**config.mk**
```make
export PLATFORM = sky130hd
export DESIGN_NAME = xor_checked_response_deframer
export DESIGN_NICKNAME = d
export VERILOG_FILES = /design/src/rtl/core/xcrd_pkg.sv /design/src/rtl/core/xor_checked_response_deframer.sv
export VERILOG_INCLUDE_DIRS = /design/src /design/src/rtl/core
export SDC_FILE = /design/constraint.sdc
export NUM_CORES = 1
export LEC_CHECK = 0
export ABC_CLOCK_PERIOD_IN_PS = 6150
export BUFFER_PORTS_ARGS = -buffer_cell sky130_fd_sc_hd__buf_2
export CAP_MARGIN = 20
export CORE_ASPECT_RATIO = 0.6
export CORE_MARGIN = 1.5
export CORE_UTILIZATION = 48
export CTS_CLUSTER_DIAMETER = 60
export DETAILED_ROUTE_END_ITERATION = 8
export GPL_ROUTABILITY_DRIVEN = 0
export PLACE_DENSITY_LB_ADDON = 0.3
export SLEW_MARGIN = 20
export SYNTH_ARGS = -nofsm -noshare
export SYNTH_HDL_FRONTEND = slang
export SYNTH_SLANG_ARGS = --single-unit
```
**constraint.sdc**
```tcl
create_clock -name clock -period 6.15 [get_ports clock]
set_input_delay 0.3075 -clock clock [delete_from_list [all_inputs] [get_ports clock]]
set_output_delay 0.3075 -clock clock [all_outputs]
set_load 0.05 [all_outputs]
```
**src/rtl/core/xor_checked_response_deframer_defines.svh**
```systemverilog
// ---------------------------------------------------------------------------
// Assertion macros for the response deframer
// Shared property forms used by the concurrent checks at the end of the top.
// ---------------------------------------------------------------------------
`ifndef XOR_CHECKED_RESPONSE_DEFRAMER_DEFINES_SVH
`define XOR_CHECKED_RESPONSE_DEFRAMER_DEFINES_SVH

// Same-cycle implication, disabled during reset
`define XCRD_ASSERT_IMPLY(label, clk, rst, ante, cons, msg) \
   label: assert property (@(posedge clk) disable iff (rst) (ante) |-> (cons)) \
      else $error(msg);

// Next-cycle implication, disabled during reset
`define XCRD_ASSERT_NEXT(label, clk, rst, ante, cons, msg) \
   label: assert property (@(posedge clk) disable iff (rst) (ante) |=> (cons)) \
      else $error(msg);

`endif

```
**src/rtl/core/xcrd_pkg.sv**
```systemverilog
// ---------------------------------------------------------------------------
// xcrd_pkg
// Constants and widths for the XOR-checked response deframer.
// ---------------------------------------------------------------------------
`default_nettype none

package xcrd_pkg;

   localparam int BYTE_W  = 8;
   localparam int POS_W   = 9;
   // result word: out_byte, byte_index, frame_good, response_id, payload_length
   localparam int RSP_FIELDS_W = 4 * BYTE_W + 1;
   localparam int RSP_DATA_W   = ((RSP_FIELDS_W + 7) / 8) * 8;

   localparam logic [BYTE_W-1:0] START_MARK = 8'h7E;

   // frame positions
   localparam logic [POS_W-1:0] POS_START = 9'd0;
   localparam logic [POS_W-1:0] POS_ID    = 9'd1;
   localparam logic [POS_W-1:0] POS_LEN   = 9'd2;
   localparam logic [POS_W-1:0] POS_EXTRA = 9'd3;
   localparam logic [POS_W-1:0] POS_BODY  = 9'd4;
   localparam logic [POS_W-1:0] POS_LAST  = 9'd259;

endpackage

`default_nettype wire

```
**src/rtl/core/xor_checked_response_deframer.sv**
```systemverilog
// ---------------------------------------------------------------------------
// xor_checked_response_deframer
// Parses a received byte stream into length-prefixed frames, XOR checked.
// ---------------------------------------------------------------------------
// Usage:
//  req channel carries one received byte per word in req_tdata; req_tuser
//  high forces that byte to be the start byte of a new frame, dropping any
//  frame in progress without a verdict.
//  Frame: start, id, length L, extra header byte, L payload bytes, checksum.
//  rsp channel gives one word per payload byte (rsp_tuser high, index in
//  byte_index) and one verdict word on the checksum byte (rsp_tlast high),
//  good only if the XOR of id..last payload byte matches and the start byte
//  was 0x7E; id and length read zero on a bad verdict. Header bytes give
//  no word.
//  An accepted word is held in the input register; its result is then
//  registered in the result register and shown on rsp from there.
//  Throughput: one word per cycle while rsp is not stalled, set by the
//  single pass from the input register through the position counter, XOR
//  and compare to the result register. A stalled rsp holds its word and
//  stops the input register; req_tready follows. Synchronous reset clears
//  the parser state and both valid flags; the next byte is a start byte.
// ---------------------------------------------------------------------------
`default_nettype none

`include "xor_checked_response_deframer_defines.svh"

module xor_checked_response_deframer (
   input  wire logic                             clock,
   input  wire logic                             reset,
   // input byte stream
   input  wire logic                             req_tvalid,
   output logic                                  req_tready,
   input  wire logic [xcrd_pkg::BYTE_W-1:0]      req_tdata,   // [7:0] rx_byte
   input  wire logic                             req_tuser,   // [0] frame_begin
   // result stream
   output logic                                  rsp_tvalid,
   input  wire logic                             rsp_tready,
   // [7:0] out_byte, [15:8] byte_index, [16] frame_good,
   // [24:17] response_id, [32:25] payload_length, rest zero
   output logic [xcrd_pkg::RSP_DATA_W-1:0]       rsp_tdata,
   output logic                                  rsp_tlast,   // frame_done
   output logic                                  rsp_tuser    // [0] payload_flag
);

   import xcrd_pkg::*;

   // input register
   logic              in_valid_ff, in_valid_in;
   logic [BYTE_W-1:0] in_byte_ff,  in_byte_in;
   logic              in_begin_ff, in_begin_in;

   // parser state
   logic [POS_W-1:0]  pos_ff,   pos_in;
   logic [BYTE_W-1:0] xsum_ff,  xsum_in;
   logic [BYTE_W-1:0] len_ff,   len_in;
   logic [BYTE_W-1:0] id_ff,    id_in;
   logic              start_ok_ff, start_ok_in;

   // result register
   logic                  out_valid_ff, out_valid_in;
   logic [RSP_DATA_W-1:0] out_data_ff,  out_data_in;
   logic                  out_last_ff,  out_last_in;
   logic                  out_user_ff,  out_user_in;

   // pass signals
   logic              advance;
   logic [POS_W-1:0]  pos_eff;
   logic [POS_W-1:0]  body_k;
   logic              is_payload;
   logic              is_verdict;
   logic              good;
   logic [RSP_DATA_W-1:0] res_data;

   // handshake
   assign advance    = in_valid_ff && (!out_valid_ff || rsp_tready);
   assign req_tready = !in_valid_ff || advance;

   // input register load
   always_comb begin
      in_valid_in = in_valid_ff;
      in_byte_in  = in_byte_ff;
      in_begin_in = in_begin_ff;
      if (req_tready) begin
         in_valid_in = req_tvalid;
         in_byte_in  = req_tdata;
         in_begin_in = req_tuser;
      end
   end

   // frame position decode
   assign pos_eff    = in_begin_ff ? POS_START : pos_ff;
   assign body_k     = pos_eff - POS_BODY;
   assign is_payload = (pos_eff >= POS_BODY) && (body_k < {1'b0, len_ff});
   assign is_verdict = (pos_eff >= POS_BODY) && !is_payload;
   assign good       = start_ok_ff && (in_byte_ff == xsum_ff);

   // parser state update
   always_comb begin
      pos_in      = pos_ff;
      xsum_in     = xsum_ff;
      len_in      = len_ff;
      id_in       = id_ff;
      start_ok_in = start_ok_ff;
      if (advance) begin
         if (pos_eff == POS_START) begin
            start_ok_in = (in_byte_ff == START_MARK);
            xsum_in     = '0;
            id_in       = '0;
            len_in      = '0;
            pos_in      = POS_ID;
         end else if (pos_eff == POS_ID) begin
            id_in   = in_byte_ff;
            xsum_in = in_byte_ff;
            pos_in  = POS_LEN;
         end else if (pos_eff == POS_LEN) begin
            len_in  = in_byte_ff;
            xsum_in = xsum_ff ^ in_byte_ff;
            pos_in  = POS_EXTRA;
         end else if (pos_eff == POS_EXTRA) begin
            xsum_in = xsum_ff ^ in_byte_ff;
            pos_in  = POS_BODY;
         end else if (is_payload) begin
            xsum_in = xsum_ff ^ in_byte_ff;
            pos_in  = pos_eff + 9'd1;
         end else begin
            pos_in  = POS_START;
         end
      end
   end

   // result word packing
   always_comb begin
      res_data = '0;
      if (is_payload) begin
         res_data[7:0]  = in_byte_ff;
         res_data[15:8] = body_k[BYTE_W-1:0];
      end else begin
         res_data[16]    = good;
         res_data[24:17] = good ? id_ff  : '0;
         res_data[32:25] = good ? len_ff : '0;
      end
   end

   // result register load
   always_comb begin
      out_valid_in = out_valid_ff;
      out_data_in  = out_data_ff;
      out_last_in  = out_last_ff;
      out_user_in  = out_user_ff;
      if (!out_valid_ff || rsp_tready) begin
         out_valid_in = in_valid_ff && (is_payload || is_verdict);
         out_data_in  = res_data;
         out_last_in  = is_verdict;
         out_user_in  = is_payload;
      end
   end

   // control registers
   always_ff @(posedge clock) begin
      if (reset) begin
         in_valid_ff  <= 1'b0;
         out_valid_ff <= 1'b0;
         pos_ff       <= POS_START;
         xsum_ff      <= '0;
         len_ff       <= '0;
         id_ff        <= '0;
         start_ok_ff  <= 1'b0;
      end else begin
         in_valid_ff  <= in_valid_in;
         out_valid_ff <= out_valid_in;
         pos_ff       <= pos_in;
         xsum_ff      <= xsum_in;
         len_ff       <= len_in;
         id_ff        <= id_in;
         start_ok_ff  <= start_ok_in;
      end
   end

   // payload registers
   always_ff @(posedge clock) begin
      in_byte_ff  <= in_byte_in;
      in_begin_ff <= in_begin_in;
      out_data_ff <= out_data_in;
      out_last_ff <= out_last_in;
      out_user_ff <= out_user_in;
   end

   assign rsp_tvalid = out_valid_ff;
   assign rsp_tdata  = out_data_ff;
   assign rsp_tlast  = out_last_ff;
   assign rsp_tuser  = out_user_ff;

   // checks
   `XCRD_ASSERT_IMPLY(a_pos_range, clock, reset, 1'b1, pos_ff <= POS_LAST,
      "frame position beyond checksum slot")
   `XCRD_ASSERT_IMPLY(a_kind_excl, clock, reset, rsp_tvalid, !(rsp_tlast && rsp_tuser),
      "result marked both payload and verdict")
   `XCRD_ASSERT_NEXT(a_pay_step, clock, reset, advance && is_payload,
      pos_ff == $past(pos_eff) + 9'd1, "payload byte did not advance position")
   `XCRD_ASSERT_NEXT(a_verdict_rst, clock, reset, advance && is_verdict,
      pos_ff == POS_START, "verdict did not return to start position")

endmodule

`default_nettype wire
```
# Word level (Yosys, flattened, before mapping)
# Index checks and enable logic that the tools add are counted.
# Widths: inputs -> output; s select.
# totals
register_bits,80
out_inout_bits,44
# classes
reduce_logical,20
magnitude_cmp,2
n_mux,16
eq_ne,6
bitwise,2
addsub,2
# ops
operator,count
$mux 8,10
$mux 9,6
$eq 9x2->1 const B,2
$add 9x1->9 const B,1
$eq 9x1->1 const B,1
$ge 9x3->1 const B,1
$logic_not 9->1,1
$lt 9x8->1,1
$sub 9x3->9 const B,1
$eq 8x7->1 const B,1
$eq 8x8->1,1
$xor 8x8->8,1
$reduce_and 2->1,3
$logic_and 1x1->1,5
$reduce_bool 5->1,1
$reduce_bool 2->1,2
$logic_not 1->1,3
$logic_or 1x1->1,3
$reduce_and 3->1,1
$ne 2x2->1 const B,1
$reduce_or 2->1,1
$not 1->1,1

# Depth between registers and ports, before layout
# Gate-level depths: netlist of the first run.
# depth
ltp_word,9
ltp_mapped,14
mapped_depth_nobuf,11

# Worst setup path before layout of the first run
# No wires, ideal clock.
# synth_timing
path_kind,flip-flop to flip-flop
from,register pos_ff[2]
to,register pos_ff[7]
setup_slack_ps,2829
period_less_slack_ps,3321
stages_incl_launch_ff,13
arrival_ps,3246
t_required_ps,6076
n_path_buf,2
cell_sequence,dfxtp_1 buf_2 or4_1 o21ai_0 nand3_1 ha_1 or4_1 a221oi_2 a32oi_1 or2_1 buf_6 or4_1 a31oi_1
# synth_via
elab_chain_len,9
elab_cells_between_ends,15
classes_between,add/sub: 2; order compare: 2; eq/ne: 3; mux: 6; reduce/logical: 2
# synth_lines
element,line,rtl
from (decl),xor_checked_response_deframer.sv:53,"logic [POS_W-1:0] pos_ff, pos_in;"
from (signal assigned),xor_checked_response_deframer.sv:171,pos_ff <= pos_in;
$mux 9,xor_checked_response_deframer.sv:91,assign pos_eff = in_begin_ff ? POS_START : pos_ff;
$sub 9x3->9,xor_checked_response_deframer.sv:92,assign body_k = pos_eff - POS_BODY;
via body_k[7],xor_checked_response_deframer.sv:68,logic [POS_W-1:0] body_k;
$lt 9x8->1,xor_checked_response_deframer.sv:93,"assign is_payload = (pos_eff >= POS_BODY) && (body_k < {1'b0, len_ff});"
$logic_and 1x1->1,xor_checked_response_deframer.sv:93,
$mux 9,xor_checked_response_deframer.sv:122,end else if (is_payload) begin
$mux 9,xor_checked_response_deframer.sv:119,end else if (pos_eff == POS_EXTRA) begin
$mux 9,xor_checked_response_deframer.sv:115,end else if (pos_eff == POS_LEN) begin
$mux 9,xor_checked_response_deframer.sv:111,end else if (pos_eff == POS_ID) begin
$mux 9,xor_checked_response_deframer.sv:105,if (pos_eff == POS_START) begin
# The timed path passes the listed nets, and every way through them passes these cells.
# A chain may end at the register's enable or synchronous reset.

# Final worst setup path of the first run
# layout_timing
from,register pos_ff[2]
to,"register out_data_ff[21] (netlist: rsp_tdata[21]), data pin"
# layout_via
elab_chain_len,5
elab_cells_between_ends,6
classes_between,add/sub: 1; order compare: 2; mux: 1; reduce/logical: 2
# layout_lines
element,line,rtl
$mux 9,xor_checked_response_deframer.sv:91,
$sub 9x3->9,xor_checked_response_deframer.sv:92,
via body_k[7],xor_checked_response_deframer.sv:68,
$lt 9x8->1,xor_checked_response_deframer.sv:93,
$logic_and 1x1->1,xor_checked_response_deframer.sv:93,
$reduce_or 2->1 (no line),n/a,
to (signal assigned),xor_checked_response_deframer.sv:183,out_data_ff <= out_data_in;
to (decl),xor_checked_response_deframer.sv:61,"logic [RSP_DATA_W-1:0] out_data_ff, out_data_in;"
# The timed path passes the listed nets, and every way through them passes these cells.

==> results.cfg, run 1 <==
[final_layout]
drive_gt1_frac = 0.176
fill_cells = 624
fin_util = 0.589
final_cells = 514
nNetsFinal = 430
final_area_um2 = 4410
area_growth_pct = 15.5
antennaDiodeCount = 0

[critical_path]
slowest_delay_ns = 0.59
path_delay_family = simple AND/OR/NAND/NOR gates
crit_type = reg -> reg
critPathLaunchType = flip-flop
crit_chain = or4_1 -> o21ai_0 -> nand3_1 -> ha_1 -> or4_1 -> a221oi_2 -> a32oi_1 -> or2_1 -> inv_2 -> nor2_4 -> and2_1
cpMostUsedCell = or4_1
arrival_ns = 4.11
cp-end-kind = flip-flop
worstPathBufferInverterCount = 1
required_ns = 6.24
cp_max_fo = 32
crit_slowest_cell = or4_1

[clocking]
cts_made_buffers = 9
clockBufferDepth = 2
hold_buffers = 0
worstSkewPairLatency_ns = 0.34
htree_levels = 3
cts-root-buf = clkbuf_16
cts_resized = 0
clk_pin_slew_ns = 0.06
cts_tree = done
postCtsSetupBuffers = 0
cts_num_sinks = 80

[power_and_ir_drop]
vdd_drop_max_v = 0.000185
power.density_nw_per_um2 = 269
leakage_uw = 0.00179

[sta]
min_period_ns = 4.02
finalSetupViolCount = 0
drv_slew = 0
max_clock_freq_mhz = 249
rsz0062_at_grt = false
worst_pin_slew_ns = 0.796
clock-skew-final_ns = 0.00641
fin_tns_setup_ns = 0
maxSlewHeadroom = 0.468
period_share = 0.653
final-hold-violation-count = 0

[route]
drc_errors = 0
routedWlPerCell_um = 15.6
drt_wl_total_um = 8000
via_per_inst = 5.53
route.vias.total = 2840
first_pass_iters = 5
ant_nets = 0
drtIter0Drc = 214

[global_routing]
grt_pass1_vias = 2567
antenna_found_initial = 0
grt_pass1_wl_um = 12900
grt_max_degree = 39
grtUsageTotal = 0.199
grt_overflow = 0

[synth]
muxShareOfSynthArea = 0.0446
yosys.area_share.adder = 0.0361
yosys.area_share.simple = 0.194
synth_top_area_cell = edfxtp_1
syn-instance-count = 363
synth_compound_area_frac = 0.102
synth_top_area_frac = 0.346
syn-cell-area_um2 = 3810
yosysUniqueCellTypes = 44
synth-seq-cells = 80
synth_area_leaders = edfxtp_1 (35%), dfxtp_1 (19%), mux2i_1 (4.5%)
ys_warn_count = 0
yosysSeqAreaShare = 0.535
synth_top_family_by_area = simple AND/OR/NAND/NOR gates
synth_xor_area_frac = 0.0276
synthArstFlopShare = 0
avgSynthCellArea_um2 = 10.5
synth_edf_count = 44
synthFlopType = edfxtp_1

[floorplan]
core_um2 = 7480
fp.dieW_um = 118
pin_count = 57
start_util = 0.510
rows = 24
dieArea_um2 = 8510
die_h_um = 72.0

[status]
status = completed

[placed_design]
dp_hpwl_um = 5620
io_buffer_count = 49
dpl.cell_count = 499
dpl_cell_area_um2 = 4090

[worst_hold_path]
hold_class = in -> reg

[run]
cap_violations = 0
==> registers in the layout (all words and copies together), names as in the netlist <==
signal       cells
rsp_tdata       33
pos_ff           9
id_ff            8
in_byte_ff       8
len_ff           8
xsum_ff          8
in_begin_ff      1
in_valid_ff      1
rsp_tlast        1
rsp_tuser        1
rsp_tvalid       1
start_ok_ff      1
==> cells in the final DEF (no fill, tap or decap), drive strengths merged, types with 14 or more instances in the layout <==
| master | count |
|---|---|
| buf | 52 |
| edfxtp | 44 |
| dfxtp | 36 |
| nor2 | 35 |
| inv | 22 |
| and2 | 21 |
| mux2i | 17 |
| nor3 | 16 |
| o211ai | 16 |
| nand3 | 14 |
==> metrics by stage <==
stage	setup WS [ns]	hold WS, ns	total power (µW)
global placement	2.26	0.468	633
global route	1.93	0.136	1220
finish	2.13	0.145	1190
detailed placement	2.17	0.480	634
floorplan	2.83	0.406	623
CTS	2.17	0.134	1200
==> where the power goes <==
group          switching, µW  total [µW]  internal [µW]
clock                    208         562            355
sequential              9.33         574            565
combinational           34.2        49.8           15.5
total                    251        1190            935
==> metal layers <==
metal | track usage | share of wire | routed length (µm)
met1 | 0.283 | 0.49 | 3940
met2 | 0.291 | 0.41 | 3310
met3 | 0.0605 | 0.083 | 661
met4 | 0.0664 | 0.012 | 94
met5 | 0 | 0 | 0
==> final timing paths <==
kind,start,endpoint,slack (ns),depth (start not counted)
min,req_tdata[2],in_byte_ff[2],0.14,1
min reg2reg,len_ff[7],len_ff[7],0.50,2
max reg2reg,pos_ff[2],rsp_tdata[21],2.13,11
max,pos_ff[2],rsp_tdata[21],2.13,11
==> synth_stat cells (all sizes together) (4+ instances only) <==
cell	count
edfxtp	44
xnor2	4
o21ai	12
o211ai	16
inv	21
nor2	35
a21oi	8
a31oi	5
xor2	8
clkbuf	11
or4	13
dfxtp	36
buf	15
nand2	13
nand4	4
nand3	14
nor2b	11
mux2i	17
ha	11
and2	21
nor3	16
==> layout make-up <==
class	instances	area (µm²)	share of cell area
inverters	22	82.6	0.0187
repair buffers	52	268	0.0608
clock buffers	9	225	0.0511
flip-flops and latches	80	2040	0.464
well taps	104	130	0.0295
clock inverters	6	92.6	0.0210
multi-input cells	241	1570	0.355
==> logic make-up (layout without fill, tap and decap cells) <==
group           count (synthesis)  count (layout)
compound gates                 56              56
xor+xnor                       12              12
fa+ha+maj                      11              11
buf+inv                        48              89
flops                          80              80
mux                            17              17
other cells                     1               7
simple gates                  138             138
Power figures use the tool's default switching activity.
==> run 2, diff against run 1 <==
Settings changed: ABC_CLOCK_PERIOD_IN_PS 6150 to 3970.
Clock period 6.15 ns to 3.97 ns, I/O delays scaled along.
==> run 2 against run 1 <==
Against the previous run:
- die area stayed put
- design area is 1.2% higher
- core utilization is 0.74 points higher
- global-route usage is 0.56 points higher
- sequential power is 55% higher
- setup slack worse by 1.8 ns
- wire length is 1.6% higher
- first-iteration DRC count is 17% higher
- critical path type unchanged
- highest routed layer unchanged
==> results.cfg, run 2 (synthesis gave the netlist of run 1 again) <==
[global_routing]
grt_pass1_wl_um = 13200
grt_max_degree = 39
grt_pass1_vias = 2631
antenna_found_initial = 0
grtUsageTotal = 0.204
grt_overflow = 0

[route]
routedWlPerCell_um = 15.6
route.vias.total = 2860
via_per_inst = 5.50
ant_nets = 0
first_pass_iters = 5
drc_errors = 0
drtIter0Drc = 250
drt_wl_total_um = 8130

[sta]
drv_slew = 0
finalSetupViolCount = 0
worst_pin_slew_ns = 0.830
min_period_ns = 3.62
clock-skew-final_ns = 0.00709
maxSlewHeadroom = 0.445
fin_tns_setup_ns = 0
period_share = 0.911
final-hold-violation-count = 0
max_clock_freq_mhz = 276
rsz0062_at_grt = false

[clocking]
clk_pin_slew_ns = 0.06
cts_made_buffers = 9
hold_buffers = 0
cts_resized = 0
postCtsSetupBuffers = 0
worstSkewPairLatency_ns = 0.34
cts_num_sinks = 80
cts-root-buf = clkbuf_16
htree_levels = 3
clockBufferDepth = 2
cts_tree = done

[critical_path]
arrival_ns = 3.69
cp_max_fo = 13
critPathLaunchType = flip-flop
slowest_delay_ns = 0.59
cp-end-kind = flip-flop
cpMostUsedCell = or4_1
crit_type = reg -> reg
crit_chain = or4_1 -> o21ai_0 -> nand3_1 -> ha_1 -> or4_1 -> a221oi_2 -> a32oi_1 -> or2_1 -> inv_2 -> buf_4 -> nor3_1
crit_slowest_cell = or4_1
required_ns = 4.04

[floorplan]
dieArea_um2 = 8510
fp.dieW_um = 118
rows = 24
start_util = 0.510
pin_count = 57
die_h_um = 72.0
core_um2 = 7480

[final_layout]
final_cell_mix = buf_2 (49), edfxtp_1 (44), dfxtp_1 (36)
largest_register_ffs = 33
final_common_cell = buf_2
antennaDiodeCount = 0
area_growth_pct = 17.0
final_cells = 520
drive_gt1_frac = 0.183
fill_cells = 626
nNetsFinal = 435

[placed_design]
dpl.cell_count = 504
dp_hpwl_um = 5780
io_buffer_count = 49

[power_and_ir_drop]
p_int_uw = 1490
power_uw = 1880
vdd_drop_max_v = 0.000220
power.density_nw_per_um2 = 421
leakage_uw = 0.00183
sequentialPowerShare = 0.473
clockPowerShare = 0.484
power_frac_comb = 0.043
p_sw_uw = 387
swShare = 0.206

[status]
status = completed

[run]
cap_violations = 0

[worst_hold_path]
hold_class = in -> reg
[run 2: changes by cell type in the layout (fill, tap and decap cells not counted)]
cell	previous run	this run
buf_4	3	8
clkbuf_1	0	2
clkinvlp_4	2	0
clkbuf_16	9	10
clkinv_4	1	2
inv_6	1	0
[run 2: path summary, 6_finish.rpt]
check	start	end	slack [ns]	cells past startpoint
setup reg to reg	pos_ff[2]	rsp_tdata[32]	0.35	11
setup / recovery	pos_ff[2]	rsp_tdata[32]	0.35	11
hold reg to reg	id_ff[5]	id_ff[5]	0.49	2
hold / removal	req_tdata[6]	in_byte_ff[6]	0.03	1
[run 2: power by group through the flow]
stage	logic [µW]	clock network (µW)	registers (µW)
2_1_floorplan	65.6	0	900
3_3_place_gp	78.0	0	905
3_5_place_dp	79.3	0	906
4_1_cts	79.5	925	888
5_1_grt	86.9	962	889
6_report	80.0	910	889
[run 2: metrics by stage]
stage	hold slack, ns	util	setup WS, ns	area (µm²)
6_report	0.0337	0.597	0.352	4460
5_1_grt	0.0192	0.597	0.155	4460
4_1_cts	0.0216	0.597	0.395	4460
3_5_place_dp	0.378	0.552	0.392	4130
3_3_place_gp	0.375	0.552	0.471	4130
2_1_floorplan	0.297	-	0.649	3840
[run 2: worst max-delay path, delay by kind of cell (launching register included)]
kind	cells	cell delay, ns
AOI/OAI and AO/OA	3	0.52
adders and majority gates	1	0.22
buffers and inverters	2	0.51
DFF	1	0.40
and+or+nand+nor	5	1.69
[run 2: routing by layer]
| metal | share of wire | up-vias | GRT usage |
|---|---|---|---|
| met3 | 0.077 | 11 | 0.0527 |
| met5 | 0 | - | 0 |
| met2 | 0.42 | 117 | 0.303 |
| met1 | 0.49 | 1337 | 0.291 |
| li1 | - | 1395 | - |
| met4 | 0.012 | 0 | 0.0759 |
[run 2: final cells by class]
class                   count  area (µm²)  area share
clock buffers              12         258      0.0578
clock inverters             4        77.6      0.0174
inverters                  22        82.6      0.0185
multi-input cells         241        1570       0.351
flip-flops and latches     80        2040       0.458
well taps                 104         130      0.0292
repair buffers             57         305      0.0684
